$ cat config.mk
export PLATFORM = sky130hd
export DESIGN_NAME = prtc_div
export DESIGN_NICKNAME = d
export VERILOG_FILES = /design/src/rtl/core/prtc_div.sv
export SDC_FILE = /design/constraint.sdc
export NUM_CORES = 1
export LEC_CHECK = 0
export BUFFER_PORTS_ARGS = -buffer_cell sky130_fd_sc_hd__buf_2
export CAP_MARGIN = 20
export CELL_PAD_IN_SITES_DETAIL_PLACEMENT = 1
export CELL_PAD_IN_SITES_GLOBAL_PLACEMENT = 1
export CORE_MARGIN = 1.5
export CORE_UTILIZATION = 44
export DETAILED_ROUTE_END_ITERATION = 6
export GPL_ROUTABILITY_DRIVEN = 0
export PLACE_DENSITY = 0.73
export SETUP_SLACK_MARGIN = 0.4
export SYNTH_ARGS = -nofsm -noshare
export SYNTH_HDL_FRONTEND = slang
export SYNTH_SLANG_ARGS = --single-unit
$ cat constraint.sdc
create_clock -name i_clk -period 1.9 [get_ports i_clk]
set_input_delay 0.095 -clock i_clk [delete_from_list [all_inputs] [get_ports i_clk]]
set_output_delay 0.095 -clock i_clk [all_outputs]
set_load 0.05 [all_outputs]
$ cat src/rtl/core/prtc_div.sv
`timescale 1ns / 1ps
`default_nettype none
// ----------------------------------------------------------------------------
// prtc_div
// Pipelined unsigned restoring divider, one quotient bit per stage, with a
// side-band word that travels alongside each request.
// ----------------------------------------------------------------------------
module prtc_div #(
    parameter int NUM_W  = 8,
    parameter int DEN_W  = 8,
    parameter int SIDE_W = 1
) (
    input  wire logic              i_clk,
    input  wire logic              i_rst_n,
    input  wire logic              i_valid,
    input  wire logic [NUM_W-1:0]  i_num,
    input  wire logic [DEN_W-1:0]  i_den,
    input  wire logic [SIDE_W-1:0] i_side,
    output logic                   o_valid,
    output logic [NUM_W-1:0]       o_quot,
    output logic [SIDE_W-1:0]      o_side
);

    logic              r_v    [NUM_W];
    logic [DEN_W-1:0]  r_rem  [NUM_W];
    logic [NUM_W-1:0]  r_nq   [NUM_W];   // numerator bits shift out, quotient bits in
    logic [DEN_W-1:0]  r_den  [NUM_W];
    logic [SIDE_W-1:0] r_side [NUM_W];

    for (genvar k = 0; k < NUM_W; k++) begin : g_stage
        logic              v_in;
        logic [DEN_W-1:0]  rem_in;
        logic [DEN_W-1:0]  den_in;
        logic [NUM_W-1:0]  nq_in;
        logic [SIDE_W-1:0] side_in;
        logic [DEN_W:0]    trial;
        logic [DEN_W:0]    diff;
        logic              take;
        logic [DEN_W-1:0]  n_rem;
        logic [NUM_W-1:0]  n_nq;

        if (k == 0) begin : g_first
            assign v_in    = i_valid;
            assign rem_in  = '0;
            assign den_in  = i_den;
            assign nq_in   = i_num;
            assign side_in = i_side;
        end else begin : g_next
            assign v_in    = r_v[k-1];
            assign rem_in  = r_rem[k-1];
            assign den_in  = r_den[k-1];
            assign nq_in   = r_nq[k-1];
            assign side_in = r_side[k-1];
        end

        // bring down one numerator bit, subtract the divisor when it fits
        always_comb begin
            trial = {rem_in, nq_in[NUM_W-1]};
            diff  = trial - {1'b0, den_in};
            take  = (trial >= {1'b0, den_in});
            n_rem = take ? diff[DEN_W-1:0] : trial[DEN_W-1:0];
            n_nq  = {nq_in[NUM_W-2:0], take};
        end

        always_ff @(posedge i_clk) begin
            if (!i_rst_n) begin
                r_v[k] <= 1'b0;
            end else begin
                r_v[k] <= v_in;
            end
        end

        always_ff @(posedge i_clk) begin
            r_rem[k]  <= n_rem;
            r_nq[k]   <= n_nq;
            r_den[k]  <= den_in;
            r_side[k] <= side_in;
        end
    end

    assign o_valid = r_v[NUM_W-1];
    assign o_quot  = r_nq[NUM_W-1];
    assign o_side  = r_side[NUM_W-1];

endmodule
`default_nettype wire

Yosys cells after proc, flatten, opt, wreduce, memory -nomap -nowiden
Memory sizes are Yosys's and may differ from the RTL's.
Cells that the tools add are included.
{"block": "totals", "out_inout_bits": 10, "register_bits": 0, "in_bits": 20, "memories": 5, "wordCells": 47, "mem_bits_rw": 208}
{"block": "op_classes", "mux": 18, "bitwise": 8, "n_lt_le_gt_ge": 8, "addsub": 8}
{"name": "r_den", "words": 8, "width": 8, "rd": 7, "rd_clocked_by_memory_dff": 0, "wr": 8, "line_no": "27", "text": "logic [DEN_W-1:0] r_den [NUM_W];"}
{"name": "r_nq", "words": 8, "width": 8, "rd": 8, "rd_clocked_by_memory_dff": 0, "wr": 8, "line_no": "26", "text": "logic [NUM_W-1:0] r_nq [NUM_W];"}
{"name": "r_rem", "words": 8, "width": 8, "rd": 7, "rd_clocked_by_memory_dff": 0, "wr": 8, "line_no": "25", "text": "logic [DEN_W-1:0] r_rem [NUM_W];"}
{"name": "r_side", "words": 8, "width": 1, "rd": 8, "rd_clocked_by_memory_dff": 0, "wr": 8, "line_no": "28", "text": "logic [SIDE_W-1:0] r_side [NUM_W];"}
{"name": "r_v", "words": 8, "width": 1, "rd": 8, "rd_clocked_by_memory_dff": 0, "wr": 8, "line_no": "24", "text": "logic r_v [NUM_W];"}
{"operator": "2-to-1 mux 8 bit", "n": 8}
{"operator": "greater-or-equal comparator 9 x 8 -> 1 bit", "n": 7}
{"operator": "subtractor 8 bit", "n": 7}
{"operator": "2-to-1 mux 1 bit", "n": 10}
{"operator": "greater-or-equal comparator 1 x 8 -> 1 bit", "n": 1}
{"operator": "bitwise OR 1 bit", "n": 8}
{"operator": "subtractor 1 x 8 -> 8 bit", "n": 1}

Longest topological paths before layout
Gate-level depths: netlist of run 1.
An unclocked memory read counts as a cell.
{"block": "depth", "word_depth": 3, "depth_mapped": 9, "ltp_nobuf": 8}

Worst setup path before layout of run 1
OpenSTA, ideal clock, no wires.
{"block": "synth_path", "path_type": "reg2reg", "startpoint": "memory r_den[0][6]", "endpoint": "memory r_rem[1][2]", "path_stages_with_launch": 8, "required_ns": 1.779, "setup_ns": 0.121, "path_buffers": 1, "synth_period_minus_slack_ns": 2.000, "path_slack_ns": -0.100, "arrival_ns": 1.879, "cell_sequence": "dfxtp_1 > inv_1 > ha_1 > a21o_1 > a2111oi_2 > o31a_1 > buf_4 > mux2_2"}
{"item": "from (decl)", "line_no": "27"}
{"item": "to (decl)", "line_no": "25"}

==> results by group, run 1 <==
Outcome
  • Status: finished with violations
  • Violated checks: setup timing

Critical path
  • Required @ worst endpoint: roughly 2.2 ns
  • FF-to-FF path depth: 8
  • CP Launch Type: register
  • Crit path top cell by count: nand3_1
  • Crit-path cells: ha_4 -> and3_4 -> nand3_1 -> nand3_1 -> o21ai_4 -> buf_12 -> buf_6 -> mux2i_1
  • Worst R2R Setup Slack: -0.14 ns
  • Setup crit end kind: register
  • WS Path Type: register to register
  • Slowest cell delay on critical path: approximately 0.39 ns
  • Crit path DAT: about 2.4 ns
  • Slowest CP cell: dfxtp_2
  • Launch point of the worst reg-to-reg path: r_rem[2][3]$_DFF_P_
  • Critical path peak fanout: 7
  • Worst reg2reg endpoint: r_rem[3][1]$_DFF_P_

Synthesis
  • Post-synth EDFFs: 0
  • Syn. warnings: 0
  • Seq/Total Area, Yosys: around 53%
  • Most frequent cells after synthesis: 192 x dfxtp_1, 74 x inv_1, 58 x ha_1
  • Top-count cell post-synth: dfxtp_1
  • Ys async rst share: 0%
  • Post-Syn Area: ~7200 um^2
  • Yosys reg bits: between 150 and 200
  • Syn_nets: 731
  • Area contributors post-synth: dfxtp_1 53%, ha_1 10%, mux2_2 5.3%
  • Cell count after synthesis: 647
  • Synth top area share: a little over half
  • Post-Syn Area per Cell: roughly 11 um^2
  • Largest area contributor in the netlist: dfxtp_1
  • Netlist cell types: 45
  • Top FF cell, synth: dfxtp_1

Finish
  • Fillers: about 1.6k
  • Fraction of layout cells with a size suffix above 1: between 40% and 50%
  • Register area: about 3900 um^2
  • Synthesis-to-layout area growth: 43.1%
  • Core Util, Final: about two thirds
  • Final nets: about 900
  • Fin cells: 1044
  • Final antenna diode count: 0
  • Area of the multi-input gates: between 4000 and 5000 um^2

Clock tree
  • TritonCTS clock tree: done
  • Clock Latency Late Sink: around 0.44 ns
  • CTS sink count: 192
  • CTS Root Cell: clkbuf_16
  • Clock tree buffer depth: 2
  • Clock-pin slew on the worst setup and hold paths: 0.07 ns
  • Num CTS Buffers: 17
  • Htree depth: 4

Route
  • Detail Route Antenna Nets: 0
  • DRC Markers: 0
  • Detailed Route WL: 21000 um
  • Avg WL per Cell: between 20 and 25 um
  • Pre-antenna DRT Iters: 5
  • Via-to-Cell Ratio: 5.21
  • Routed vias: about 5.4k
  • Initial DRC Count: around 190

Timing
  • Final Hold Fails: 0
  • Slew Limit Fails: 0
  • Tmin final: 2.04 ns
  • Skew final: 0.00698 ns
  • RSZ-0062 raised after global routing: yes
  • Fmax achieved: 0.490 GHz
  • # setup viols final: 28
  • PnR worst setup slack: -0.140 ns
  • Fin crit share: 107%
  • Slew HR: about 67%
  • Slew at the pin with the worst max-slew slack: around 0.50 ns

Global route
  • Total congestion overflow: 0
  • Vias in the first global route: about 6.1k
  • Largest net degree at the start of global routing: 17
  • Tot GR Track Use: 22.1%
  • First-pass GRT wire length: slightly below 30000 um
  • Initial antenna violation count: 0

Worst hold path
  • Worst hold endpoint: r_rem[0][0]$_DFF_P_
  • Worst hold path depth: 3
  • Hold Path Class: input pin to register
  • Min-delay src: i_den[0]

Floorplan
  • # IOs: 30
  • Chip width: around 130 um
  • Die area: ~17000 um^2
  • Initial core utilization: 45.4%
  • Row count: 46
  • Die H: 131 um
  • Core Area: roughly 16000 um^2

Placement
  • Port-buffer cells: 29
  • Detailed placer's ending HPWL: 11800 um
  • Placed Instances: around 960

Flow run
  • # Max-Cap Violations: 0

Power
  • Power Density: about 1300 nW/um^2
  • Leakage power: around 4.7 nW
  • Worst VDD drop: 0.754 mV
==> through the flow <==
step	hold slack [ns]	area (um^2)	power, W	worst slack (ns)	setup TNS, ns
after CTS	0.0189	10000	0.0126	-0.0747	-0.635
after detailed placement	0.199	8610	0.00852	-0.195	-4.87
final	0.00736	10300	0.0131	-0.140	-2.00
after floorplan	0.123	7710	0.00749	-0.0256	-0.128
after global placement	0.197	8610	0.00829	-0.224	-3.63
after global routing	0.0404	10300	0.0136	-0.193	-4.15
==> power by group <==
group	switching, W	internal [W]	total (W)
Sequential	0.000338	0.00456	0.00490
Combinational	0.00213	0.00254	0.00466
Clock	0.00151	0.00199	0.00350
Total	0.00398	0.00909	0.0131
==> placed cells by master (no fill, tap or decap), types with 17 or more instances in the layout <==
cell and n:
a21oi_1 17, buf_2 29, buf_4 80, buf_6 25
clkbuf_16 17, dfxtp_1 136, dfxtp_2 56, dlygate4sd3_1 20
ha_4 40, inv_1 44, inv_2 29, mux2_4 34
mux2i_1 19, nor2_1 32, o21ai_0 21
==> cells by family (layout without fill, tap and decap cells) <==
| kind of cell | Yosys count | in the layout | share of synthesized area (%) |
|---|---|---|---|
| simple gates | 125 | 126 | 9.17 |
| fa+ha+maj | 64 | 64 | 11.7 |
| buf+inv | 79 | 259 | 4.31 |
| flops | 192 | 192 | 53.1 |
| compound gates | 120 | 120 | 12.0 |
| mux | 55 | 55 | 8.20 |
| xor+xnor | 12 | 12 | 1.45 |
==> worst max path at each step <==
stage | start | end | slack, ns | cells after the start
finish | r_rem[2][3]$_DFF_P_ | r_rem[3][1]$_DFF_P_ | -0.14 | 8
global route | r_den[2][6]$_DFF_P_ | r_rem[3][1]$_DFF_P_ | -0.19 | 8
CTS | r_nq[1][15]$_DFF_P_ | r_rem[6][6]$_DFF_P_ | -0.07 | 8
floorplan | r_den[2][1]$_DFF_P_ | r_rem[3][6]$_DFF_P_ | -0.03 | 6
detailed placement | r_den[0][7]$_DFF_P_ | r_rem[1][2]$_DFF_P_ | -0.20 | 8
global placement | r_den[0][7]$_DFF_P_ | r_rem[1][2]$_DFF_P_ | -0.22 | 8
==> layer usage <==
metal | share of wire [%] | GRT usage, %
met4 | 4.7 | 12.0
met1 | 36 | 19.4
met5 | 0 | 0
met3 | 2.3 | 3.90
met2 | 57 | 46.3
==> cell type report <==
cell class,count,area share (%)
timing repair buffer,156,12.2
inverter,74,2.71
tap,216,2.61
clock inverter,5,0.786
sequential,192,37.8
clock buffer,24,4.56
multi-input combinational,377,39.3
==> worst max-delay path: cells and delay by family (launching register included) <==
kind	cells	cell delay (ns)
simple gates	3	0.58
flops	1	0.39
mux	1	0.27
buf+inv	2	0.26
fa+ha+maj	1	0.22
compound gates	1	0.21
==> state kept, by name (all words and copies together), names as in the netlist <==
register,cells
r_nq,64
r_rem,56
r_side,8
r_den,56
r_v,8
==> what timing repair did <==
action                                 in CTS  in global routing
hold buffers                               20                  0
gates resized for setup                   129                 51
gates cloned                                0                  1
buffers inserted                           25                 13
pin swaps                                  50                 29
endpoints found under the hold margin      29                  0
setup endpoints to repair                  55                 64
(Power assumes the default switching activity.)
==> run 2, diff against run 1 <==
==> config.mk (replaced) <==
export PLATFORM = sky130hd
export DESIGN_NAME = prtc_div
export DESIGN_NICKNAME = d
export VERILOG_FILES = /design/src/rtl/core/prtc_div.sv
export SDC_FILE = /design/constraint.sdc
export NUM_CORES = 1
export LEC_CHECK = 0
export CAP_MARGIN = 20
export CELL_PAD_IN_SITES_DETAIL_PLACEMENT = 1
export CELL_PAD_IN_SITES_GLOBAL_PLACEMENT = 1
export CORE_MARGIN = 1.5
export CORE_UTILIZATION = 46
export DETAILED_ROUTE_END_ITERATION = 6
export DONT_BUFFER_PORTS = 1
export GPL_ROUTABILITY_DRIVEN = 0
export PLACE_DENSITY = 0.74
export SETUP_SLACK_MARGIN = 0.4
export SYNTH_ARGS = -nofsm -noshare
export SYNTH_HDL_FRONTEND = slang
export SYNTH_SLANG_ARGS = --single-unit
==> run 2 against run 1 <==
The run still ends with setup timing left. Clock-buffer cell count is 6 lower. Critical path depth is 1 lower. Sequential cell count did not move. First-iteration DRC count grew 18%. Maximum frequency decreased by 4.5%. Sequential power rose by 4%.
==> results by group, run 2 (synthesized netlist as in run 1, its figures left out) <==
Timing
  • Slew at the pin with the worst max-slew slack: 0.486 ns (-0.00983 ns)
  • Fin crit share: 112% (+5.0 points)
  • Tmin final: 2.14 ns (+0.0954 ns)
  • RSZ-0062 raised after global routing: yes
  • PnR worst setup slack: -0.236 ns (-0.0954 ns)
  • Skew final: 0.0189 ns (+0.0119 ns)
  • Final Hold Fails: 0 (unchanged)
  • # setup viols final: 42 (+50%)
  • Slew HR: 67.5% (+0.87 points)
  • Slew Limit Fails: 0 (unchanged)
  • Fmax achieved: 0.468 GHz (-4.5%)
  • Final hold slack: 0.00780 ns (+0.000438 ns)

Finish
  • Most frequent cells in the layout: 138 x dfxtp_1, 97 x buf_4, 53 x dfxtp_2
  • Synthesis-to-layout area growth: 44.6%
  • Number of flip-flops under the largest register name: 64 (unchanged)
  • Fraction of layout cells with a size suffix above 1: 47.5% (+0.52 points)
  • Top Registers: r_nq x64, r_den x56, r_rem x56
  • Final antenna diode count: 0 (unchanged)
  • Finished Cell Area: 10500 um^2 (+1.0%)
  • Commonest non-fill, non-tap cell in the layout: dfxtp_1
  • Final nets: 890 (-1.3%)
  • Largest reg by FF count: r_nq

Clock tree
  • CTS sink count: 192 (unchanged)
  • CTS Root Cell: clkbuf_16
  • Htree depth: 4 (unchanged)
  • Clock tree buffer depth: 2 (unchanged)
  • TritonCTS clock tree: done
  • Num CTS Buffers: 17 (unchanged)
  • Clock-pin slew on the worst setup and hold paths: 0.08 ns (about the same)
  • Clock Latency Late Sink: 0.45 ns (about the same)

Route
  • Detail Route Antenna Nets: 0 (unchanged)
  • Met3 wire length: 654 um (+34%)
  • Via-to-Cell Ratio: 5.38 (+3.4%)
  • Pre-antenna DRT Iters: 4 (-1)
  • DRC Markers: 0 (unchanged)
  • Routed vias: 5544 (+2.0%)
  • Detailed Route WL: 24200 um (+15%)
  • Initial DRC Count: 226 (+18%)
  • Max Used Layer: met4
  • Metal2 WL: 13700 um (+14%)
  • Met1 WL: 8610 um (+15%)
  • Avg WL per Cell: 23.5 um (+17%)

Floorplan
  • Core Area: 15300 um^2 (-4.3%)
  • Chip width: 128 um (-2.1%)
  • Die area: 16500 um^2 (-4.3%)
  • Initial core utilization: 47.4% (+2.0 points)
  • Die H: 128 um (-2.1%)
  • # IOs: 30 (unchanged)
  • Row count: 45 (-2.2%)

Outcome
  • Violated checks: setup timing
  • Status: finished with violations

Critical path
  • Crit path DAT: 2.46 ns (+0.08 ns)
  • Crit path buf inv count: 1 (-1)
  • Cell family with most CP delay: compound AO/OA/AOI/OAI gates
  • Slowest CP cell: dfxtp_1
  • Crit-path cells: ha_4 -> nand3_2 -> nor2_2 -> a2111oi_4 -> o31a_1 -> buf_6 -> mux2_4
  • FF-to-FF path depth: 7 (-1)
  • Slowest cell delay on critical path: 0.46 ns (+0.07 ns)
  • Required @ worst endpoint: 2.22 ns (-0.02 ns)
  • Critical Path Stages: 7 (-1)
  • WS Path Type: register to register
  • Setup crit end kind: register
  • Critical path peak fanout: 5 (-2)
  • CP Launch Type: register

Global route
  • Initial antenna violation count: 0 (unchanged)
  • Largest net degree at the start of global routing: 21 (+4)
  • Total congestion overflow: 0 (unchanged)
  • Vias in the first global route: 6126 (-0.049%)
  • First-pass GRT wire length: 32300 um (+8.2%)
  • Tot GR Track Use: 26.3% (+4.2 points)

Worst hold path
  • Hold Path Class: input pin to register
  • Worst hold path depth: 3 (unchanged)

Placement
  • DP Area: 8520 um^2 (-0.97%)
  • Detailed placer's ending HPWL: 11900 um (+0.31%)
  • Port-buffer cells: 0 (-100%)

Power
  • Leakage power: 4.69 nW (+0.48%)
  • Worst VDD drop: 0.894 mV (+19%)
  • Power Density: 1290 nW/um^2 (+2.2%)

Flow run
  • # Max-Cap Violations: 0 (unchanged)
run 2: cell count changes in the layout (fill, tap and decap cells not counted), sizes merged:
cell	before	now
buf	136	122
inv	75	83
clkbuf	24	18
clkinv	1	3
dlymetal6s4s	0	2
bufinv	2	1
run 2: final cells by class:
class / count / area (um^2)
sequential: 192 / 3910
clock inverter: 14 / 180
tap: 211 / 264
multi-input combinational: 377 / 4120
inverter: 74 / 280
timing repair buffer: 144 / 1260
fill: 1452 / 4800
clock buffer: 18 / 439
run 2: per-layer routing:
layer	vias up	GRT usage, %
met5	-	0
met1	2758	24.1
met3	75	5.07
li1	2559	-
met2	152	55.0
met4	0	11.4
run 2: repair_timing:
item,CTS,global route
endpoints found under the hold margin,31,9
cloned,0,1
pin swaps,50,27
endpoints found under the setup margin,55,64
hold buffers,19,3
setup buffers,23,21
resized for setup,131,57
run 2: worst paths after layout:
kind                                          start                  end  slack (ns)
worst max register to register  r_rem[1][4]$_DFF_P_  r_rem[2][6]$_DFF_P_       -0.24
worst min-delay path                       i_num[7]  r_rem[0][0]$_DFF_P_       0.008
worst min register to register  r_nq[1][21]$_DFF_P_  r_nq[1][30]$_DFF_P_        0.33
worst max-delay path            r_rem[1][4]$_DFF_P_  r_rem[2][6]$_DFF_P_       -0.24
run 2: power breakdown:
part	internal, W	leakage (nW)	switching (W)
registers	0.00456	1.60	0.000519
logic	0.00258	2.78	0.00203
clock network	0.00195	0.302	0.00186
run 2: metrics by stage:
stage	cells	power [W]	worst slack, ns	TNS, ns	utilization, %
2_1_floorplan	647	0.00749	-0.0256	-0.128	-
3_3_place_gp	931	0.00831	-0.139	-2.27	55.9
3_5_place_dp	931	0.00852	-0.142	-3.12	55.9
4_1_cts	1005	0.0129	-0.0432	-0.455	65.9
5_1_grt	1030	0.0140	-0.253	-5.44	68.5
6_report	1030	0.0135	-0.236	-3.49	68.5
run 2: tightest hold or removal path: cells and delay by family:
family	cells	cell delay, ns
and+or+nand+nor	1	0.07
buffers and inverters	1	0.19
AOI/OAI and AO/OA	1	0.07
